===== config.mk =====
export PLATFORM = sky130hd
export DESIGN_NAME = sm3_hash_engine_flat
export DESIGN_NICKNAME = d
export VERILOG_FILES = /design/src/sv/sm3_pkg.sv /design/src/sv/sm3_msg_if.sv /design/src/sv/sm3_digest_if.sv /design/src/sv/sm3_hash_engine.sv /design/src/flat_wrapper.sv
export SDC_FILE = /design/constraint.sdc
export NUM_CORES = 2
export LEC_CHECK = 0
export BUFFER_PORTS_ARGS = -buffer_cell sky130_fd_sc_hd__buf_4
export CAP_MARGIN = 25
export CORE_ASPECT_RATIO = 0.7
export CORE_MARGIN = 3
export CORE_UTILIZATION = 45
export CTS_BUF_LIST = sky130_fd_sc_hd__clkbuf_2
export CTS_CLUSTER_DIAMETER = 150
export DETAILED_ROUTE_END_ITERATION = 12
export SETUP_SLACK_MARGIN = 0.15
export SYNTH_ARGS = -nofsm -noshare
export SYNTH_HDL_FRONTEND = slang
export SYNTH_SLANG_ARGS = --single-unit

===== constraint.sdc =====
create_clock -name clk -period 48.6 [get_ports clk]
set_input_delay 2.43 -clock clk [delete_from_list [all_inputs] [get_ports clk]]
set_output_delay 2.43 -clock clk [all_outputs]
set_load 0.02 [all_outputs]

===== src/sv/sm3_pkg.sv =====
package sm3_pkg;

    localparam int WORD_W      = 32;
    localparam int BCNT_W      = 3;
    localparam int DIDX_W      = 3;
    localparam int DIGEST_WORDS = 8;
    localparam int BLOCK_BITS  = 512;
    localparam int LEN_BITS    = 61;

    localparam logic [5:0] LAST_ROUND = 6'd63;
    localparam logic [5:0] LEN_POS    = 6'd56;
    localparam logic [6:0] BLOCK_BYTES = 7'd64;
    localparam logic [2:0] MAX_WORD_BYTES = 3'd4;
    localparam logic [DIDX_W-1:0] LAST_INDEX = 3'd7;

    localparam logic [7:0]  PAD_BYTE = 8'h80;
    localparam logic [31:0] T_LOW    = 32'h79cc4519;
    localparam logic [31:0] T_HIGH   = 32'h7a879d8a;

    function automatic logic [31:0] rotl32(input logic [31:0] x, input logic [4:0] n);
        return (x << n) | (x >> (6'd32 - {1'b0, n}));
    endfunction

    function automatic logic [31:0] perm0(input logic [31:0] x);
        return x ^ rotl32(x, 5'd9) ^ rotl32(x, 5'd17);
    endfunction

    function automatic logic [31:0] perm1(input logic [31:0] x);
        return x ^ rotl32(x, 5'd15) ^ rotl32(x, 5'd23);
    endfunction

    // Round constant already rotated by the round number.
    function automatic logic [31:0] round_const(input logic [5:0] j);
        return rotl32((j[5:4] == 2'b00) ? T_LOW : T_HIGH, j[4:0]);
    endfunction

    function automatic logic [31:0] sm3_iv(input logic [2:0] idx);
        logic [31:0] v;
        case (idx)
            3'd0:    v = 32'h7380166f;
            3'd1:    v = 32'h4914b2b9;
            3'd2:    v = 32'h172442d7;
            3'd3:    v = 32'hda8a0600;
            3'd4:    v = 32'ha96f30bc;
            3'd5:    v = 32'h163138aa;
            3'd6:    v = 32'he38dee4d;
            default: v = 32'hb0fb0e4e;
        endcase
        return v;
    endfunction

endpackage


===== src/sv/sm3_msg_if.sv =====
interface sm3_msg_if;
    import sm3_pkg::*;

    logic              valid;
    logic              ready;
    logic [WORD_W-1:0] msg_word;
    logic [BCNT_W-1:0] word_bytes;
    logic              is_last;

    modport source (output valid, output msg_word, output word_bytes, output is_last,
                    input ready);
    modport sink   (input valid, input msg_word, input word_bytes, input is_last,
                    output ready);
endinterface


===== src/sv/sm3_digest_if.sv =====
interface sm3_digest_if;
    import sm3_pkg::*;

    logic              valid;
    logic              ready;
    logic [WORD_W-1:0] digest_word;
    logic [DIDX_W-1:0] digest_index;
    logic              digest_last;

    modport source (output valid, output digest_word, output digest_index,
                    output digest_last, input ready);
    modport sink   (input valid, input digest_word, input digest_index,
                    input digest_last, output ready);
endinterface


===== src/sv/sm3_hash_engine.sv =====
// SM3 hash engine with a 256-bit digest.
// The msg channel carries message bytes packed big-endian into 32-bit words,
// a byte count (values above four count as four) and a last flag. A word is
// taken while the engine waits for input; each time 64 bytes have gathered,
// one round unit runs the 64 compression rounds, one round per cycle, and
// the engine takes no input until the compression is done.
// After the word marked last the engine pads the message (0x80, zero bytes,
// the 64-bit bit length), the zero bytes up to four a cycle, and runs one
// or two further compressions.
// The digest channel then gives eight transactions, index 0 first, one per
// cycle while the receiver is ready, from an output register; index 7
// carries the last flag. Once the eighth word sits in that register the
// engine accepts the next message, while a stalled receiver simply holds
// the register and the engine waits before its next digest.
// Reset loads the initial value and clears the length and byte counters; no
// clearing pass is needed.
module sm3_hash_engine (
    input  logic         clk,
    input  logic         rst_n,
    sm3_msg_if.sink      msg,
    sm3_digest_if.source digest
);
    import sm3_pkg::*;

    typedef enum logic [2:0] {
        ST_IDLE,
        ST_DATA,
        ST_PAD_MARK,
        ST_PAD_ZERO,
        ST_PAD_LEN,
        ST_ROUNDS,
        ST_DIGEST
    } state_t;

    state_t                  state_reg, state_next;
    state_t                  ret_reg, ret_next;
    logic [5:0]              fill_reg, fill_next;
    logic [LEN_BITS-1:0]     len_reg, len_next;
    logic [5:0]              round_reg, round_next;
    logic [DIDX_W-1:0]       didx_reg, didx_next;
    logic [WORD_W-1:0]       chain_reg [DIGEST_WORDS];
    logic [WORD_W-1:0]       chain_next [DIGEST_WORDS];
    logic [WORD_W-1:0]       work_reg [DIGEST_WORDS];
    logic [WORD_W-1:0]       work_next [DIGEST_WORDS];
    logic                    out_valid_reg, out_valid_next;
    logic [WORD_W-1:0]       out_word_reg, out_word_next;
    logic [DIDX_W-1:0]       out_index_reg, out_index_next;
    logic                    out_last_reg, out_last_next;
    logic [BLOCK_BITS-1:0]   blk_reg, blk_next;
    logic [WORD_W-1:0]       hold_word_reg, hold_word_next;
    logic [BCNT_W-1:0]       hold_cnt_reg, hold_cnt_next;
    logic                    hold_last_reg, hold_last_next;

    logic                    accept;
    logic                    out_free;

    // Byte push path
    logic [WORD_W-1:0]       push_src;
    logic [BCNT_W-1:0]       push_cnt;
    logic                    push_last;
    logic [6:0]              push_lim;
    logic [6:0]              room;
    logic [BCNT_W-1:0]       push_n;
    logic [6:0]              fill_sum;
    logic                    blk_full;
    logic [BLOCK_BITS-1:0]   push_blk;
    logic [WORD_W-1:0]       left_word;
    logic [BCNT_W-1:0]       left_cnt;
    logic                    left_any;

    // Round unit
    logic [WORD_W-1:0]       w0, w3, w4, w7, w10, w13, w_new;
    logic [WORD_W-1:0]       a12, ss1, ss2, ff, gg, tt1, tt2;
    logic [WORD_W-1:0]       rnd_out [DIGEST_WORDS];

    assign accept    = msg.valid & msg.ready;
    assign out_free  = !out_valid_reg || digest.ready;
    assign msg.ready = (state_reg == ST_IDLE);

    assign digest.valid        = out_valid_reg;
    assign digest.digest_word  = out_word_reg;
    assign digest.digest_index = out_index_reg;
    assign digest.digest_last  = out_last_reg;

    assign room = BLOCK_BYTES - {1'b0, fill_reg};

    always_comb
    begin
        push_src  = '0;
        push_cnt  = '0;
        push_last = hold_last_reg;
        push_lim  = room;
        case (state_reg)
            ST_IDLE:
            begin
                push_src  = msg.msg_word;
                push_cnt  = (msg.word_bytes > MAX_WORD_BYTES) ? MAX_WORD_BYTES : msg.word_bytes;
                push_last = msg.is_last;
            end
            ST_DATA:
            begin
                push_src = hold_word_reg;
                push_cnt = hold_cnt_reg;
            end
            ST_PAD_MARK:
            begin
                push_src = {PAD_BYTE, 24'h000000};
                push_cnt = 3'd1;
            end
            ST_PAD_ZERO:
            begin
                push_cnt = MAX_WORD_BYTES;
                // Zero bytes stop at the length field, or run to the block end first.
                if (fill_reg < LEN_POS)
                    push_lim = {1'b0, LEN_POS} - {1'b0, fill_reg};
            end
            default:
            begin
                push_cnt = '0;
            end
        endcase
    end

    assign push_n   = ({4'b0, push_cnt} > push_lim) ? push_lim[BCNT_W-1:0] : push_cnt;
    assign fill_sum = {1'b0, fill_reg} + {4'b0, push_n};
    assign blk_full = (fill_sum == BLOCK_BYTES);
    assign left_cnt = push_cnt - push_n;
    assign left_any = (left_cnt != '0);

    always_comb
    begin
        case (push_n)
            3'd1:
            begin
                push_blk  = {blk_reg[BLOCK_BITS-9:0], push_src[31:24]};
                left_word = {push_src[23:0], 8'h00};
            end
            3'd2:
            begin
                push_blk  = {blk_reg[BLOCK_BITS-17:0], push_src[31:16]};
                left_word = {push_src[15:0], 16'h0000};
            end
            3'd3:
            begin
                push_blk  = {blk_reg[BLOCK_BITS-25:0], push_src[31:8]};
                left_word = {push_src[7:0], 24'h000000};
            end
            3'd4:
            begin
                push_blk  = {blk_reg[BLOCK_BITS-33:0], push_src};
                left_word = '0;
            end
            default:
            begin
                push_blk  = blk_reg;
                left_word = push_src;
            end
        endcase
    end

    // The block register doubles as the 16-word message expansion window.
    assign w0  = blk_reg[BLOCK_BITS-1   -: WORD_W];
    assign w3  = blk_reg[BLOCK_BITS-97  -: WORD_W];
    assign w4  = blk_reg[BLOCK_BITS-129 -: WORD_W];
    assign w7  = blk_reg[BLOCK_BITS-225 -: WORD_W];
    assign w10 = blk_reg[BLOCK_BITS-321 -: WORD_W];
    assign w13 = blk_reg[BLOCK_BITS-417 -: WORD_W];
    assign w_new = perm1(w0 ^ w7 ^ rotl32(w13, 5'd15)) ^ rotl32(w3, 5'd7) ^ w10;

    always_comb
    begin
        a12 = rotl32(work_reg[0], 5'd12);
        ss1 = rotl32(a12 + work_reg[4] + round_const(round_reg), 5'd7);
        ss2 = ss1 ^ a12;
        if (round_reg[5:4] == 2'b00)
        begin
            ff = work_reg[0] ^ work_reg[1] ^ work_reg[2];
            gg = work_reg[4] ^ work_reg[5] ^ work_reg[6];
        end
        else
        begin
            ff = (work_reg[0] & work_reg[1]) | (work_reg[0] & work_reg[2])
               | (work_reg[1] & work_reg[2]);
            gg = (work_reg[4] & work_reg[5]) | (~work_reg[4] & work_reg[6]);
        end
        tt1 = ff + work_reg[3] + ss2 + (w0 ^ w4);
        tt2 = gg + work_reg[7] + ss1 + w0;
        rnd_out[0] = tt1;
        rnd_out[1] = work_reg[0];
        rnd_out[2] = rotl32(work_reg[1], 5'd9);
        rnd_out[3] = work_reg[2];
        rnd_out[4] = perm0(tt2);
        rnd_out[5] = work_reg[4];
        rnd_out[6] = rotl32(work_reg[5], 5'd19);
        rnd_out[7] = work_reg[6];
    end

    always_comb
    begin
        state_next     = state_reg;
        ret_next       = ret_reg;
        fill_next      = fill_reg;
        len_next       = len_reg;
        round_next     = round_reg;
        didx_next      = didx_reg;
        chain_next     = chain_reg;
        work_next      = work_reg;
        out_valid_next = out_valid_reg & ~digest.ready;
        out_word_next  = out_word_reg;
        out_index_next = out_index_reg;
        out_last_next  = out_last_reg;
        blk_next       = blk_reg;
        hold_word_next = hold_word_reg;
        hold_cnt_next  = hold_cnt_reg;
        hold_last_next = hold_last_reg;

        unique case (state_reg)
            ST_IDLE, ST_DATA:
            begin
                if (state_reg == ST_DATA || accept)
                begin
                    blk_next       = push_blk;
                    hold_word_next = left_word;
                    hold_cnt_next  = left_cnt;
                    hold_last_next = push_last;
                    len_next       = len_reg + {{(LEN_BITS-BCNT_W){1'b0}}, push_n};
                    if (blk_full)
                    begin
                        fill_next  = '0;
                        round_next = '0;
                        state_next = ST_ROUNDS;
                        ret_next   = left_any ? ST_DATA : (push_last ? ST_PAD_MARK : ST_IDLE);
                    end
                    else
                    begin
                        fill_next  = fill_sum[5:0];
                        state_next = left_any ? ST_DATA : (push_last ? ST_PAD_MARK : ST_IDLE);
                    end
                end
            end
            ST_PAD_MARK, ST_PAD_ZERO:
            begin
                if (state_reg == ST_PAD_ZERO && fill_reg == LEN_POS)
                begin
                    state_next = ST_PAD_LEN;
                end
                else
                begin
                    blk_next = push_blk;
                    if (blk_full)
                    begin
                        fill_next  = '0;
                        round_next = '0;
                        state_next = ST_ROUNDS;
                        ret_next   = ST_PAD_ZERO;
                    end
                    else
                    begin
                        fill_next  = fill_sum[5:0];
                        state_next = ST_PAD_ZERO;
                    end
                end
            end
            ST_PAD_LEN:
            begin
                blk_next   = {blk_reg[BLOCK_BITS-65:0], len_reg, 3'b000};
                len_next   = '0;
                fill_next  = '0;
                round_next = '0;
                state_next = ST_ROUNDS;
                ret_next   = ST_DIGEST;
            end
            ST_ROUNDS:
            begin
                blk_next   = {blk_reg[BLOCK_BITS-33:0], w_new};
                round_next = round_reg + 6'd1;
                if (round_reg == LAST_ROUND)
                begin
                    for (int i = 0; i < DIGEST_WORDS; i++)
                    begin
                        chain_next[i] = chain_reg[i] ^ rnd_out[i];
                        work_next[i]  = chain_reg[i] ^ rnd_out[i];
                    end
                    state_next = ret_reg;
                end
                else
                begin
                    work_next = rnd_out;
                end
            end
            ST_DIGEST:
            begin
                if (out_free)
                begin
                    out_valid_next = 1'b1;
                    out_word_next  = chain_reg[didx_reg];
                    out_index_next = didx_reg;
                    out_last_next  = (didx_reg == LAST_INDEX);
                    didx_next      = didx_reg + 3'd1;
                    if (didx_reg == LAST_INDEX)
                    begin
                        for (int i = 0; i < DIGEST_WORDS; i++)
                        begin
                            chain_next[i] = sm3_iv(3'(i));
                            work_next[i]  = sm3_iv(3'(i));
                        end
                        state_next = ST_IDLE;
                    end
                end
            end
            default:
            begin
                state_next = ST_IDLE;
            end
        endcase
    end

    always_ff @(posedge clk or negedge rst_n)
    begin
        if (!rst_n)
        begin
            state_reg     <= ST_IDLE;
            ret_reg       <= ST_IDLE;
            fill_reg      <= '0;
            len_reg       <= '0;
            round_reg     <= '0;
            didx_reg      <= '0;
            out_valid_reg <= 1'b0;
            out_word_reg  <= '0;
            out_index_reg <= '0;
            out_last_reg  <= 1'b0;
            for (int i = 0; i < DIGEST_WORDS; i++)
            begin
                chain_reg[i] <= sm3_iv(3'(i));
                work_reg[i]  <= sm3_iv(3'(i));
            end
        end
        else
        begin
            state_reg     <= state_next;
            ret_reg       <= ret_next;
            fill_reg      <= fill_next;
            len_reg       <= len_next;
            round_reg     <= round_next;
            didx_reg      <= didx_next;
            out_valid_reg <= out_valid_next;
            out_word_reg  <= out_word_next;
            out_index_reg <= out_index_next;
            out_last_reg  <= out_last_next;
            chain_reg     <= chain_next;
            work_reg      <= work_next;
        end
    end

    always_ff @(posedge clk)
    begin
        blk_reg       <= blk_next;
        hold_word_reg <= hold_word_next;
        hold_cnt_reg  <= hold_cnt_next;
        hold_last_reg <= hold_last_next;
    end

`ifndef SYNTHESIS
    // A compression only starts on a complete block, so the byte count is back at zero.
    assert property (@(posedge clk) disable iff (!rst_n)
        (state_reg == ST_ROUNDS) |-> (fill_reg == '0))
        else $error("byte count not cleared during compression");

    assert property (@(posedge clk) disable iff (!rst_n)
        (state_reg == ST_PAD_LEN) |-> (fill_reg == LEN_POS))
        else $error("length field not aligned to the end of the block");

    assert property (@(posedge clk) disable iff (!rst_n)
        (state_reg == ST_ROUNDS && round_reg != LAST_ROUND) |=> (state_reg == ST_ROUNDS))
        else $error("compression left before the last round");

    assert property (@(posedge clk) disable iff (!rst_n)
        (state_reg == ST_DIGEST && out_free && didx_reg == LAST_INDEX)
        |=> (state_reg == ST_IDLE && chain_reg[0] == sm3_iv(3'd0) && out_last_reg))
        else $error("chaining value not restored after the digest");

    assert property (@(posedge clk) disable iff (!rst_n)
        digest.valid |-> (digest.digest_last == (digest.digest_index == LAST_INDEX)))
        else $error("last flag does not match the digest index");
`endif

endmodule

===== src/flat_wrapper.sv =====
// flat-port wrapper written by rule: the top's interface ports become plain ports
module sm3_hash_engine_flat import sm3_pkg::*;
  (clk, rst_n, msg_valid, msg_msg_word, msg_word_bytes, msg_is_last, msg_ready, digest_valid, digest_digest_word, digest_digest_index, digest_digest_last, digest_ready);
  sm3_msg_if msg_i ();
  sm3_digest_if digest_i ();
  input  logic clk;
  input  logic rst_n;
  input wire logic [$bits(msg_i.valid)-1:0] msg_valid;
  input wire logic [$bits(msg_i.msg_word)-1:0] msg_msg_word;
  input wire logic [$bits(msg_i.word_bytes)-1:0] msg_word_bytes;
  input wire logic [$bits(msg_i.is_last)-1:0] msg_is_last;
  output wire logic [$bits(msg_i.ready)-1:0] msg_ready;
  output wire logic [$bits(digest_i.valid)-1:0] digest_valid;
  output wire logic [$bits(digest_i.digest_word)-1:0] digest_digest_word;
  output wire logic [$bits(digest_i.digest_index)-1:0] digest_digest_index;
  output wire logic [$bits(digest_i.digest_last)-1:0] digest_digest_last;
  input wire logic [$bits(digest_i.ready)-1:0] digest_ready;
  assign msg_i.valid = msg_valid;
  assign msg_i.msg_word = msg_msg_word;
  assign msg_i.word_bytes = msg_word_bytes;
  assign msg_i.is_last = msg_is_last;
  assign msg_ready = msg_i.ready;
  assign digest_valid = digest_i.valid;
  assign digest_digest_word = digest_i.digest_word;
  assign digest_digest_index = digest_i.digest_index;
  assign digest_digest_last = digest_i.digest_last;
  assign digest_i.ready = digest_ready;
  sm3_hash_engine u_core (.clk(clk), .rst_n(rst_n), .msg(msg_i), .digest(digest_i));
endmodule

==> flow_summary.json <==
{
  "status": "completed",
  "dpl_cell_area_sq_um": 89260,
  "hold_path_depth": 2,
  "hold_viol_final": 0,
  "seq_area_frac_synth": 0.3697,
  "timing.rr.start": "u_core.round_reg[0]",
  "ctsResizeCount": 0,
  "first_global_vias": 73950,
  "timing.rr.end": "u_core.rnd_out[87]",
  "dp.cells": 11990,
  "crit_required_ps": 50000,
  "utilization": 0.4768,
  "timing.final.max_slew_violations": 0,
  "cts_tree": "done",
  "synth_flop_cell": "edfxtp_1",
  "synth_area_sq_um": 88040,
  "drc": 0,
  "synth_edf_count": 548,
  "postRouteAntennaNets": 0,
  "dp_hpwl_um": 231300,
  "fin_skew_ps": 186.4,
  "max_freq_mhz": 83.67,
  "stdcell_count": 12590,
  "fin_tns_setup_ps": 0,
  "netlist_instances": 10170,
  "rsz0062_at_grt": "false",
  "wl_met2_um": 131200,
  "h-tree-depth": 5,
  "finalCritPeriodShare": 0.2459,
  "stdcell_area_sq_um": 92460,
  "areaGrowthSynthToFinish_pct": 5.024,
  "wl_per_cell_um": 27.67,
  "path_class": "reg -> reg",
  "met3_length_um": 50480,
  "finish.net_count": 10080,
  "wl_met1_um": 158200,
  "cp_max_fo": 50,
  "ys_types": 97,
  "largest_reg_flops": 512,
  "place.gp.congestion": 1.004,
  "die_height_um": 376.1,
  "hold_end": "u_core.chain_reg[24]",
  "drt_iter0_markers": 11880,
  "worstPathArrival_ps": 13350,
  "grt_use_total": 0.3348,
  "grt_max_degree": 185,
  "drive_gt1_frac": 0.1182,
  "rrSetupSlack_ps": 36650,
  "io_buffers": 77,
  "io_pins": 78,
  "cts-buffers-inserted": 330,
  "slew_headroom": 0.1278,
  "clockBufferDepth": 4,
  "routed_wl_um": 348400,
  "num_rows": 135,
  "highest_layer": "met5",
  "worst_pin_slew_ps": 1308,
  "end_kind": "flip-flop",
  "worstSkewPairLatency_ps": 1650,
  "syn_nets": 10510,
  "hold_class": "reg -> reg",
  "synth-async-reset-ratio": 0.5352,
  "grt_overflow": 0,
  "cap_violations": 0,
  "first_pass_iters": 6,
  "core_sq_um": 193900,
  "clkTransAtPathRegs_ps": 140,
  "die_w_um": 534.7,
  "startpoint_type": "flip-flop",
  "grt_first_pass_wirelength_um": 513600,
  "vias": 80940,
  "cts_sinks": 1179,
  "layout_commonest_cell": "nand2_1",
  "synth_seq_cells": 1179,
  "post-cts-setup-buffer-count": 0,
  "post-route-min-period_ps": 11950,
  "hold_buffers": 0,
  "clockRootBuffer": "clkbuf_2",
  "final-setup-viol-count": 0,
  "synth_warnings": 0,
  "dieArea_sq_um": 201100,
  "start_util": 0.4540,
  "antenna_found_initial": 13,
  "syn_area_per_cell_sq_um": 8.657,
  "vias_per_cell": 6.428,
  "slowest_stage": "xor2_2",
  "final_cell_mix": "nand2_1 (1868), o21ai_0 (871), a21oi_1 (855), edfxtp_1 (548), nor2_1 (535)",
  "min_from": "u_core.rnd_out[24]",
  "max_stage_delay_ps": 830,
  "worstRegToRegCells": 37
}
-- final cells by class --
type                            instances  area, sq um
Clock buffer                          515         2577
Clock inverter                         67        404.1
Inverter                              337         1275
Tap cell                             2603         3257
Fill cell                           18810       101500
Multi-Input combinational cell       7672        50470
Sequential cell                      1179        32560
Timing Repair Buffer                  215         1909
Antenna cell                            4        10.01
-- logic make-up after synthesis --
kind of cell | Yosys count | share of synthesized area
compound gates | 3206 | 0.2318
xor+xnor | 764 | 0.07763
fa+ha+maj | 306 | 0.05972
buf+inv | 1319 | 0.05912
flops | 1179 | 0.3697
mux | 477 | 0.06414
simple gates | 2919 | 0.1379
-- cell usage after synthesis (all sizes together) (22+ instances only) --
| master | n | area, sq um |
|---|---|---|
| nand2 | 1874 | 7037 |
| o21ai | 883 | 4419 |
| a21oi | 860 | 4323 |
| clkbuf | 769 | 2887 |
| edfxtp | 548 | 16460 |
| nor2 | 543 | 2043 |
| xnor2 | 437 | 3872 |
| dfrtp | 393 | 9834 |
| mux2i | 378 | 3800 |
| o22ai | 335 | 2096 |
| xor2 | 320 | 2803 |
| inv | 307 | 1152 |
| a311o | 253 | 2532 |
| nor2b | 248 | 1551 |
| a211oi | 247 | 1867 |
| a221oi | 247 | 2181 |
| dfstp | 238 | 6254 |
| buf | 213 | 1054 |
| fa | 191 | 3824 |
| ha | 113 | 1414 |
| a31oi | 77 | 494.2 |
| nand3 | 68 | 340.3 |
| mux4 | 65 | 1464 |
| nor3 | 52 | 275.3 |
| o31ai | 47 | 371.6 |
| a21o | 43 | 322.8 |
| a22oi | 39 | 292.8 |
| mux2 | 34 | 382.9 |
| clkinv | 30 | 112.6 |
| and3 | 28 | 177.7 |
| or3 | 22 | 142.6 |
-- worst max-delay path by stage --
stage               depth (start not counted)                 from                    end
finish                                     37  u_core.round_reg[0]     u_core.rnd_out[87]
detailed placement                         39  u_core.round_reg[0]  u_core.chain_reg[104]
global route                               41  u_core.round_reg[0]  u_core.chain_reg[254]
floorplan                                  14    msg_word_bytes[2]      u_core.blk_reg[0]
CTS                                        37  u_core.round_reg[0]     u_core.rnd_out[87]
global placement                           39  u_core.round_reg[0]  u_core.chain_reg[104]
-- metrics by stage --
step                hold slack (ps)  setup slack, ps
floorplan                     443.5             6165
global placement              460.1            37150
detailed placement            468.1            37090
CTS                           481.7            36980
global route                  509.3            35980
finish                        484.9            36650
-- worst max-delay path: cells and delay by family (launching register included) --
| kind | cells | cell delay (ps) |
|---|---|---|
| xor+xnor | 6 | 2560 |
| compound gates | 15 | 4070 |
| fa+ha+maj | 6 | 2570 |
| simple gates | 6 | 1100 |
| flops | 1 | 350 |
| buf+inv | 4 | 1100 |
-- per-layer routing --
layer	track usage	vias up
met5	0	-
met4	0.08483	6
met3	0.1258	473
met2	0.4142	4831
met1	0.5285	40030
li1	-	35600
Power is left out: the tool's default activity adds up to more than one toggle a clock period on the data nets, which glitch-free logic cannot reach.
